===== src/sv/wrbs_pkg.sv =====
`timescale 1ns / 1ps
// shared types, codes and constants of the wake and retry boot sequencer
package wrbs_pkg;

	localparam logic [15:0] DEFAULT_PORT = 16'd3389;

	localparam logic [31:0] TIMEOUT_RST = 32'd60000;
	localparam logic [31:0] SEND_IVL_RST = 32'd400;
	localparam logic [31:0] PROBE_IVL_RST = 32'd2000;
	localparam logic [7:0] MAX_SENDS_RST = 8'd3;
	localparam logic [15:0] PROBE_PORT_RST = 16'd0;

	typedef enum logic [1:0] {
		PH_IDLE = 2'd0,
		PH_BOOT = 2'd1,
		PH_ON   = 2'd2,
		PH_FAIL = 2'd3
	} phase_t;

	typedef enum logic [2:0] {
		ERR_NONE    = 3'd0,
		ERR_BOOTING = 3'd1,
		ERR_ON      = 3'd2,
		ERR_LINK    = 3'd3,
		ERR_ADDR    = 3'd4,
		ERR_IP      = 3'd5,
		ERR_TIMEOUT = 3'd6,
		ERR_SEND    = 3'd7
	} err_t;

	typedef enum logic {
		ACT_START = 1'b0,
		ACT_TICK  = 1'b1
	} action_t;

	typedef enum logic [1:0] {
		CST_OK      = 2'd0,
		CST_NO_ADDR = 2'd1,
		CST_BAD_IP  = 2'd2,
		CST_OTHER   = 2'd3
	} cfg_status_t;

	typedef enum logic [2:0] {
		REG_TIMEOUT    = 3'd0,
		REG_SEND_IVL   = 3'd1,
		REG_PROBE_IVL  = 3'd2,
		REG_MAX_SENDS  = 3'd3,
		REG_PROBE_PORT = 3'd4
	} reg_idx_t;

	typedef struct packed {
		action_t     action;
		logic [31:0] now_ms;
		logic        link_up;
		cfg_status_t config_status;
		logic        send_ok;
		logic        host_reachable;
	} cmd_t;

	typedef struct packed {
		logic [31:0] timeout_ms;
		logic [31:0] send_interval_ms;
		logic [31:0] probe_interval_ms;
		logic [7:0]  max_sends;
		logic [15:0] probe_port;
	} cfg_t;

	typedef struct packed {
		phase_t      phase;
		err_t        err;
		logic [31:0] start_time;
		logic [31:0] last_send_time;
		logic [31:0] last_probe_time;
		logic        probed;
		logic [7:0]  send_count;
	} state_t;

	typedef struct packed {
		phase_t      phase;
		err_t        error_code;
		logic        accepted;
		logic        send_wake;
		logic        issue_probe;
		logic [15:0] probe_port_used;
		logic [7:0]  sends_done;
		logic        busy_res;
	} rsp_t;

endpackage


===== src/sv/wrbs_if.sv =====
`timescale 1ns / 1ps
// valid/ready channels for command items and result items
interface wrbs_in_if;
	logic        valid;
	logic        ready;
	logic        action;
	logic [31:0] now_ms;
	logic        link_up;
	logic [1:0]  config_status;
	logic        send_ok;
	logic        host_reachable;

	modport source (output valid, action, now_ms, link_up, config_status, send_ok,
		host_reachable, input ready);
	modport sink (input valid, action, now_ms, link_up, config_status, send_ok,
		host_reachable, output ready);
endinterface

interface wrbs_out_if;
	logic        valid;
	logic        ready;
	logic [1:0]  phase;
	logic [2:0]  error_code;
	logic        accepted;
	logic        send_wake;
	logic        issue_probe;
	logic [15:0] probe_port_used;
	logic [7:0]  sends_done;
	logic        busy_res;

	modport source (output valid, phase, error_code, accepted, send_wake, issue_probe,
		probe_port_used, sends_done, busy_res, input ready);
	modport sink (input valid, phase, error_code, accepted, send_wake, issue_probe,
		probe_port_used, sends_done, busy_res, output ready);
endinterface


===== src/sv/wrbs_step.sv =====
`timescale 1ns / 1ps
// next-state and result logic for one command item
module wrbs_step (
	input  wrbs_pkg::cmd_t   cmd,
	input  wrbs_pkg::cfg_t   cfg,
	input  wrbs_pkg::state_t cur,
	output wrbs_pkg::state_t nxt,
	output wrbs_pkg::rsp_t   rsp
);

	logic [31:0]  since_start;
	logic [31:0]  since_send;
	logic [31:0]  since_probe;
	logic         send_due;
	logic         probe_due;
	wrbs_pkg::err_t err_out;
	logic         acc;
	logic         sent;
	logic         probe;

	assign since_start = cmd.now_ms - cur.start_time;
	assign since_send = cmd.now_ms - cur.last_send_time;
	assign since_probe = cmd.now_ms - cur.last_probe_time;

	assign send_due = (cur.send_count < cfg.max_sends) &&
		((cur.send_count == 8'd0) || (since_send >= cfg.send_interval_ms));
	assign probe_due = !cur.probed || (since_probe >= cfg.probe_interval_ms);

	always_comb begin
		nxt = cur;
		err_out = wrbs_pkg::ERR_NONE;
		acc = 1'b0;
		sent = 1'b0;
		probe = 1'b0;
		if (cmd.action == wrbs_pkg::ACT_START) begin
			if (cur.phase == wrbs_pkg::PH_BOOT) begin
				err_out = wrbs_pkg::ERR_BOOTING;
				acc = 1'b1;
			end else if (cur.phase == wrbs_pkg::PH_ON) begin
				err_out = wrbs_pkg::ERR_ON;
				acc = 1'b1;
			end else if (!cmd.link_up) begin
				nxt.phase = wrbs_pkg::PH_FAIL;
				nxt.err = wrbs_pkg::ERR_LINK;
				err_out = wrbs_pkg::ERR_LINK;
			end else if (cmd.config_status != wrbs_pkg::CST_OK) begin
				nxt.phase = wrbs_pkg::PH_FAIL;
				// any other nonzero status counts as a bad ip
				nxt.err = (cmd.config_status == wrbs_pkg::CST_NO_ADDR) ?
					wrbs_pkg::ERR_ADDR : wrbs_pkg::ERR_IP;
				err_out = nxt.err;
			end else begin
				nxt.start_time = cmd.now_ms;
				nxt.last_send_time = 32'd0;
				nxt.last_probe_time = 32'd0;
				nxt.probed = 1'b0;
				nxt.send_count = 8'd0;
				nxt.phase = wrbs_pkg::PH_BOOT;
				nxt.err = wrbs_pkg::ERR_NONE;
				acc = 1'b1;
			end
		end else begin
			if (cur.phase == wrbs_pkg::PH_BOOT) begin
				if (!cmd.link_up) begin
					nxt.phase = wrbs_pkg::PH_FAIL;
					nxt.err = wrbs_pkg::ERR_LINK;
				end else if (since_start > cfg.timeout_ms) begin
					nxt.phase = wrbs_pkg::PH_FAIL;
					nxt.err = wrbs_pkg::ERR_TIMEOUT;
				end else begin
					if (send_due) begin
						sent = 1'b1;
						if (!cmd.send_ok) begin
							nxt.phase = wrbs_pkg::PH_FAIL;
							nxt.err = wrbs_pkg::ERR_SEND;
						end else begin
							nxt.send_count = cur.send_count + 8'd1;
							nxt.last_send_time = cmd.now_ms;
						end
					end
					// a failed send skips the probe
					if (!(send_due && !cmd.send_ok) && probe_due) begin
						nxt.probed = 1'b1;
						nxt.last_probe_time = cmd.now_ms;
						probe = 1'b1;
						if (cmd.host_reachable) begin
							nxt.phase = wrbs_pkg::PH_ON;
							nxt.err = wrbs_pkg::ERR_NONE;
						end
					end
				end
			end
			err_out = nxt.err;
		end
	end

	always_comb begin
		rsp.phase = nxt.phase;
		rsp.error_code = err_out;
		rsp.accepted = acc;
		rsp.send_wake = sent;
		rsp.issue_probe = probe;
		rsp.probe_port_used = (cfg.probe_port == 16'd0) ? wrbs_pkg::DEFAULT_PORT :
			cfg.probe_port;
		rsp.sends_done = nxt.send_count;
		rsp.busy_res = (nxt.phase == wrbs_pkg::PH_BOOT);
	end

endmodule


===== src/sv/wake_retry_boot_sequencer.sv =====
`timescale 1ns / 1ps
// top level of the wake and retry boot sequencer
// Powers on a remote host: a start item (action 0) moves the block from idle or failed
// into booting, and each tick item (action 1) then sends up to max_sends wake packets,
// probes the host at its interval and goes to on when the host answers, or to failed on
// link loss, timeout or a failed send. Every command item gives exactly one result item.
// An item is registered on entry in the input register, its step is evaluated
// combinationally against the sequencer state and the result lands in the result
// register; a new item is taken every cycle while the result side does not stall.
// Configuration registers are written through wr_en, wr_index and wr_data; the user must
// do so while no item is in flight (the block does not enforce it); probe_port 0 selects port 3389.
module wake_retry_boot_sequencer (
	input  logic              clk,
	input  logic              arst_n,
	input  logic              wr_en,
	input  logic [2:0]        wr_index,
	input  logic [31:0]       wr_data,
	wrbs_in_if.sink           cmd,
	wrbs_out_if.source        res
);

	wrbs_pkg::cfg_t   cfg_q;
	wrbs_pkg::state_t state_q;
	wrbs_pkg::state_t state_nxt;
	wrbs_pkg::cmd_t   cmd_s1;
	logic             valid_s1;
	wrbs_pkg::rsp_t   rsp_nxt;
	wrbs_pkg::rsp_t   rsp_q;
	logic             rsp_valid_q;
	logic             advance;
	logic             take;

	assign advance = valid_s1 && (!rsp_valid_q || res.ready);
	assign cmd.ready = !valid_s1 || advance;
	assign take = cmd.valid && cmd.ready;

	always_ff @(posedge clk or negedge arst_n) begin
		if (!arst_n) begin
			cfg_q.timeout_ms <= wrbs_pkg::TIMEOUT_RST;
			cfg_q.send_interval_ms <= wrbs_pkg::SEND_IVL_RST;
			cfg_q.probe_interval_ms <= wrbs_pkg::PROBE_IVL_RST;
			cfg_q.max_sends <= wrbs_pkg::MAX_SENDS_RST;
			cfg_q.probe_port <= wrbs_pkg::PROBE_PORT_RST;
		end else if (wr_en) begin
			case (wrbs_pkg::reg_idx_t'(wr_index))
				wrbs_pkg::REG_TIMEOUT: cfg_q.timeout_ms <= wr_data;
				wrbs_pkg::REG_SEND_IVL: cfg_q.send_interval_ms <= wr_data;
				wrbs_pkg::REG_PROBE_IVL: cfg_q.probe_interval_ms <= wr_data;
				wrbs_pkg::REG_MAX_SENDS: cfg_q.max_sends <= wr_data[7:0];
				wrbs_pkg::REG_PROBE_PORT: cfg_q.probe_port <= wr_data[15:0];
				default: ;
			endcase
		end
	end

	// input register
	always_ff @(posedge clk or negedge arst_n) begin
		if (!arst_n) begin
			valid_s1 <= 1'b0;
		end else if (cmd.ready) begin
			valid_s1 <= cmd.valid;
		end
	end

	always_ff @(posedge clk) begin
		if (take) begin
			cmd_s1.action <= wrbs_pkg::action_t'(cmd.action);
			cmd_s1.now_ms <= cmd.now_ms;
			cmd_s1.link_up <= cmd.link_up;
			cmd_s1.config_status <= wrbs_pkg::cfg_status_t'(cmd.config_status);
			cmd_s1.send_ok <= cmd.send_ok;
			cmd_s1.host_reachable <= cmd.host_reachable;
		end
	end

	wrbs_step u_step (
		.cmd (cmd_s1),
		.cfg (cfg_q),
		.cur (state_q),
		.nxt (state_nxt),
		.rsp (rsp_nxt)
	);

	// sequencer state
	always_ff @(posedge clk or negedge arst_n) begin
		if (!arst_n) begin
			state_q.phase <= wrbs_pkg::PH_IDLE;
			state_q.err <= wrbs_pkg::ERR_NONE;
			state_q.start_time <= 32'd0;
			state_q.last_send_time <= 32'd0;
			state_q.last_probe_time <= 32'd0;
			state_q.probed <= 1'b0;
			state_q.send_count <= 8'd0;
		end else if (advance) begin
			state_q <= state_nxt;
		end
	end

	// result register
	always_ff @(posedge clk or negedge arst_n) begin
		if (!arst_n) begin
			rsp_valid_q <= 1'b0;
		end else if (advance) begin
			rsp_valid_q <= 1'b1;
		end else if (res.ready) begin
			rsp_valid_q <= 1'b0;
		end
	end

	always_ff @(posedge clk) begin
		if (advance) begin
			rsp_q <= rsp_nxt;
		end
	end

	assign res.valid = rsp_valid_q;
	assign res.phase = rsp_q.phase;
	assign res.error_code = rsp_q.error_code;
	assign res.accepted = rsp_q.accepted;
	assign res.send_wake = rsp_q.send_wake;
	assign res.issue_probe = rsp_q.issue_probe;
	assign res.probe_port_used = rsp_q.probe_port_used;
	assign res.sends_done = rsp_q.sends_done;
	assign res.busy_res = rsp_q.busy_res;

endmodule

===== src/flat_wrapper.sv =====
// flat-port wrapper written by rule: the top's interface ports become plain ports
module wake_retry_boot_sequencer_flat 
  (clk, arst_n, wr_en, wr_index, wr_data, cmd_valid, cmd_action, cmd_now_ms, cmd_link_up, cmd_config_status, cmd_send_ok, cmd_host_reachable, cmd_ready, res_valid, res_phase, res_error_code, res_accepted, res_send_wake, res_issue_probe, res_probe_port_used, res_sends_done, res_busy_res, res_ready);
  wrbs_in_if cmd_i ();
  wrbs_out_if res_i ();
  input  logic clk;
  input  logic arst_n;
  input  logic wr_en;
  input  logic [2:0] wr_index;
  input  logic [31:0] wr_data;
  input wire logic [$bits(cmd_i.valid)-1:0] cmd_valid;
  input wire logic [$bits(cmd_i.action)-1:0] cmd_action;
  input wire logic [$bits(cmd_i.now_ms)-1:0] cmd_now_ms;
  input wire logic [$bits(cmd_i.link_up)-1:0] cmd_link_up;
  input wire logic [$bits(cmd_i.config_status)-1:0] cmd_config_status;
  input wire logic [$bits(cmd_i.send_ok)-1:0] cmd_send_ok;
  input wire logic [$bits(cmd_i.host_reachable)-1:0] cmd_host_reachable;
  output wire logic [$bits(cmd_i.ready)-1:0] cmd_ready;
  output wire logic [$bits(res_i.valid)-1:0] res_valid;
  output wire logic [$bits(res_i.phase)-1:0] res_phase;
  output wire logic [$bits(res_i.error_code)-1:0] res_error_code;
  output wire logic [$bits(res_i.accepted)-1:0] res_accepted;
  output wire logic [$bits(res_i.send_wake)-1:0] res_send_wake;
  output wire logic [$bits(res_i.issue_probe)-1:0] res_issue_probe;
  output wire logic [$bits(res_i.probe_port_used)-1:0] res_probe_port_used;
  output wire logic [$bits(res_i.sends_done)-1:0] res_sends_done;
  output wire logic [$bits(res_i.busy_res)-1:0] res_busy_res;
  input wire logic [$bits(res_i.ready)-1:0] res_ready;
  assign cmd_i.valid = cmd_valid;
  assign cmd_i.action = cmd_action;
  assign cmd_i.now_ms = cmd_now_ms;
  assign cmd_i.link_up = cmd_link_up;
  assign cmd_i.config_status = cmd_config_status;
  assign cmd_i.send_ok = cmd_send_ok;
  assign cmd_i.host_reachable = cmd_host_reachable;
  assign cmd_ready = cmd_i.ready;
  assign res_valid = res_i.valid;
  assign res_phase = res_i.phase;
  assign res_error_code = res_i.error_code;
  assign res_accepted = res_i.accepted;
  assign res_send_wake = res_i.send_wake;
  assign res_issue_probe = res_i.issue_probe;
  assign res_probe_port_used = res_i.probe_port_used;
  assign res_sends_done = res_i.sends_done;
  assign res_busy_res = res_i.busy_res;
  assign res_i.ready = res_ready;
  wake_retry_boot_sequencer u_core (.clk(clk), .arst_n(arst_n), .wr_en(wr_en), .wr_index(wr_index), .wr_data(wr_data), .cmd(cmd_i), .res(res_i));
endmodule

===== config.mk =====
export PLATFORM = sky130hd
export DESIGN_NAME = wake_retry_boot_sequencer_flat
export DESIGN_NICKNAME = d
export VERILOG_FILES = /design/src/sv/wrbs_pkg.sv /design/src/sv/wrbs_if.sv /design/src/sv/wrbs_step.sv /design/src/sv/wake_retry_boot_sequencer.sv /design/src/flat_wrapper.sv
export SDC_FILE = /design/constraint.sdc
export NUM_CORES = 1
export LEC_CHECK = 0
export ABC_AREA = 0
export BUFFER_PORTS_ARGS = -buffer_cell sky130_fd_sc_hd__buf_2
export CAP_MARGIN = 20
export CORE_ASPECT_RATIO = 0.8
export CORE_MARGIN = 3
export CORE_UTILIZATION = 60
export DETAILED_ROUTE_END_ITERATION = 8
export GPL_TIMING_DRIVEN = 1
export PLACE_DENSITY = 0.76
export SLEW_MARGIN = 20
export SYNTH_ARGS = -nofsm -noshare
export SYNTH_HDL_FRONTEND = slang
export SYNTH_HIERARCHICAL = 1
export SYNTH_SLANG_ARGS = --single-unit

===== constraint.sdc =====
create_clock -name clk -period 7.1 [get_ports clk]
set_input_delay 1.42 -clock clk [delete_from_list [all_inputs] [get_ports clk]]
set_output_delay 1.42 -clock clk [all_outputs]
set_load 0.02 [all_outputs]

==> run metrics <==
outcome completed; first-pass GRT wire length 84500 µm; H-tree depth 2; Worst-Margin Slew 1.16 ns; DRC 0; post-synth top area share 25.6%; antenna violations before repair 0; Clock Latency Late Sink 0.52 ns; RD Place Congestion 0.914; via count 16200; Setup TNS Final 0 ns; Int Pwr 5.24 mW; PortBufs 112; Hold WC Path Type reg -> reg; Layout Nets 2382; TritonCTS Buffers 35; PwrDens 379 nW/µm²; #FFs+latches synth 303; Initial Util 61.5%; yosys warns 6; CP cell instances inv_1, ha_1, inv_1, fa_1, a211oi_1, o21ai_1, a221o_1, a31oi_4, o21ai_2, a21oi_4, o31ai_2, o41ai_2, xnor2_1, ha_1, nand4_1, nor4_1, a211oi_1, a22oi_1, nand3_1, a21oi_4, buf_4, o311ai_0, mux2_2; clock skew 0.0147 ns; Avg Synthesized Cell Area 10.3 µm²; Boundary Pins 113; Gate power share 49.7%; Die Span Y 173 µm; CP Capture Type register; Worst VDD drop 334 µV; Die Footprint 37100 µm²; slowest cell on the critical path nor4_1; hold_buf cts 0; gr usage total 28.0%; Die X-Extent 215 µm; row count 60; gr ovfl total 0; WP data required 7.50 ns; fin. max-slew vios 0; post-route clock period utilization 94.9%; Yosys top cell by area dfrtp_1; largest net degree at the start of global routing 120; DRT Pass-1 Iters 5; core area 34000 µm²; CP max FO 36; Rel. slew slack 22.9%; min Tclk post-route 6.74 ns; CTS tree built; Sink Count 303; setup slack, reg-to-reg 0.36 ns; Area Growth Syn to Fin 9.60%; sequential fraction of design power 29.0%; FF-to-FF path depth 23; Via density 6.23; hold-critical path depth 0; cell with the most instances after synthesis inv_1; ANT nets after route 0; Mapped Cells 2030; buffer depth of the longest clock path 3; sw power 3.44 mW; leak pwr 10.3 nW; PostCTS Resize Cnt 0; Yosys cell types 89; synth top area cells dfrtp_1 26%, ha_1 12%, mux2_2 11%; switching share of power 39.6%; vias in the first global route 15500; Routed Wire Length 53300 µm; share of flip-flops with an asynchronous set or reset 76.6%; Post-synth EDFFs 71; Setup Buffers After CTS 0; Finished Core Util 67.4%; post-synthesis sequential area ratio 38.1%; Clock Tree Root clkbuf_16; nature of the critical path startpoint register; Primary FF master, synth dfrtp_1; unrepaired setup endpoints after global routing false; Fin. Hold Viols 0; WS Path Type reg -> reg; Netlist Area Pre-Place 20900 µm²; Crit path arrival time 7.14 ns; top cells by count, synth 222 x inv_1, 214 x dfrtp_1, 199 x mux2_2, 198 x ha_1, 107 x a21oi_1; Clock Pin Slew Worst Setup and Hold Paths 0.06 ns; Fmax achieved 148 MHz; Final setup viols 0; post-DP HPWL 37300 µm; Avg WL per Cell 20.5 µm; initial DRC count 1530; Clock power frac 21.3%; syn_nets 2309; fraction of layout cells with a size suffix above 1 20.3%; Max Cap Viol 0; Worst path max stage delay 0.57 ns; WHS 0.474 ns
==> cell type report <==
| cell class | instances | area, µm² |
|---|---|---|
| inverter | 223 | 837 |
| multi-input combinational | 1412 | 11700 |
| tap | 465 | 582 |
| timing repair buffer | 128 | 694 |
| clock inverter | 14 | 151 |
| fill | 2589 | 11100 |
| sequential | 303 | 7960 |
| antenna | 1 | 2.50 |
| clock buffer | 49 | 1020 |
==> kinds of logic (layout without fill, tap and decap cells) <==
logic type	after synthesis	in the layout	share of synthesized area, %
AOI/OAI and AO/OA	460	461	15.0
and+or+nand+nor	378	378	9.46
buffers and inverters	316	414	6.43
DFF	303	303	38.1
muxes	286	286	15.2
adders and majority gates	203	203	12.2
xor gates and xnor gates	84	84	3.52
other	0	1	0
==> routing by layer <==
layer / GRT usage, % / share of wire (%) / up-vias
met5: 0 / 0 / -
met4: 7.48 / 2.5 / 0
met3: 3.32 / 6.8 / 91
met2: 43.0 / 44 / 592
met1: 42.1 / 46 / 7959
li1: - / - / 7536
==> critical path: cells and delay by family (launching register included) <==
kind                     cells  cell delay, ns
AO/OA/AOI/OAI               12            3.19
AND/OR/NAND/NOR              3            0.98
adder cells (fa/ha/maj)      3            0.93
buffers and inverters        3            0.64
flip-flops                   1            0.39
multiplexers                 1            0.33
XOR/XNOR                     1            0.13
==> cells in the final DEF (no fill, tap or decap), types with 6 or more instances in the layout <==
master / count
a211oi_1: 11
a21o_1: 73
a21oi_1: 106
a22o_1: 14
a31oi_1: 39
and2_1: 9
and3_1: 9
buf_2: 111
buf_4: 15
clkbuf_1: 7
clkbuf_16: 37
dfrtp_1: 214
dfstp_2: 18
edfxtp_1: 71
ha_1: 198
inv_1: 222
mux2_1: 62
mux2_2: 199
mux2i_1: 25
nand2_1: 85
nand2b_1: 27
nand3_1: 22
nand4_1: 59
nor2_1: 59
nor2b_1: 16
nor3_1: 50
nor4_1: 7
o211ai_1: 12
o21a_1: 18
o21ai_0: 70
o21bai_1: 14
o311ai_0: 31
o31ai_1: 6
or3_1: 7
xnor2_1: 58
xor2_1: 26
==> power groups by stage <==
stage	registers, mW	logic, mW	clock network, mW
after floorplan	2.48	3.18	0
after global placement	2.51	4.02	0
after detailed placement	2.54	4.18	0
after CTS	2.51	4.23	1.89
after global routing	2.57	4.78	1.96
final	2.51	4.31	1.85
==> sequential cells by signal, summed over array words and instances (netlist names) <==
register and cells:
u_core/res.error_code 3, u_core/res.phase 2, u_core/res.probe_port_used 16, u_core/res.valid 1, u_core/valid_s1 1, u_core/res.accepted 1
u_core/res.sends_done 8, u_core/state_q 110, u_core/res.send_wake 1, u_core/res.busy_res 1, u_core/res.issue_probe 1, u_core/cfg_q 120
u_core/cmd_s1 38
==> per-stage QoR <==
stage	setup WS, ns	cells	cell area (µm²)	power, mW
after floorplan	1.90	2030	20900	5.66
after global routing	0.0644	2594	22900	9.30
after global placement	0.825	2530	21700	6.53
after CTS	0.431	2593	22900	8.63
final	0.360	2595	22900	8.68
after detailed placement	0.493	2530	21700	6.72
==> final timing paths <==
kind | from | to
setup / recovery | u_core/cmd_s1[5] | u_core/state_q[12]
hold / removal | u_core/cfg_q[12] | u_core/res.probe_port_used[12]
setup reg to reg | u_core/cmd_s1[5] | u_core/state_q[12]
hold reg to reg | u_core/cfg_q[12] | u_core/res.probe_port_used[12]
max in group asynchronous | arst_n | u_core/state_q[109]
min in group asynchronous | arst_n | u_core/cfg_q[86]
Note: power is estimated with default switching activity, not from simulation.
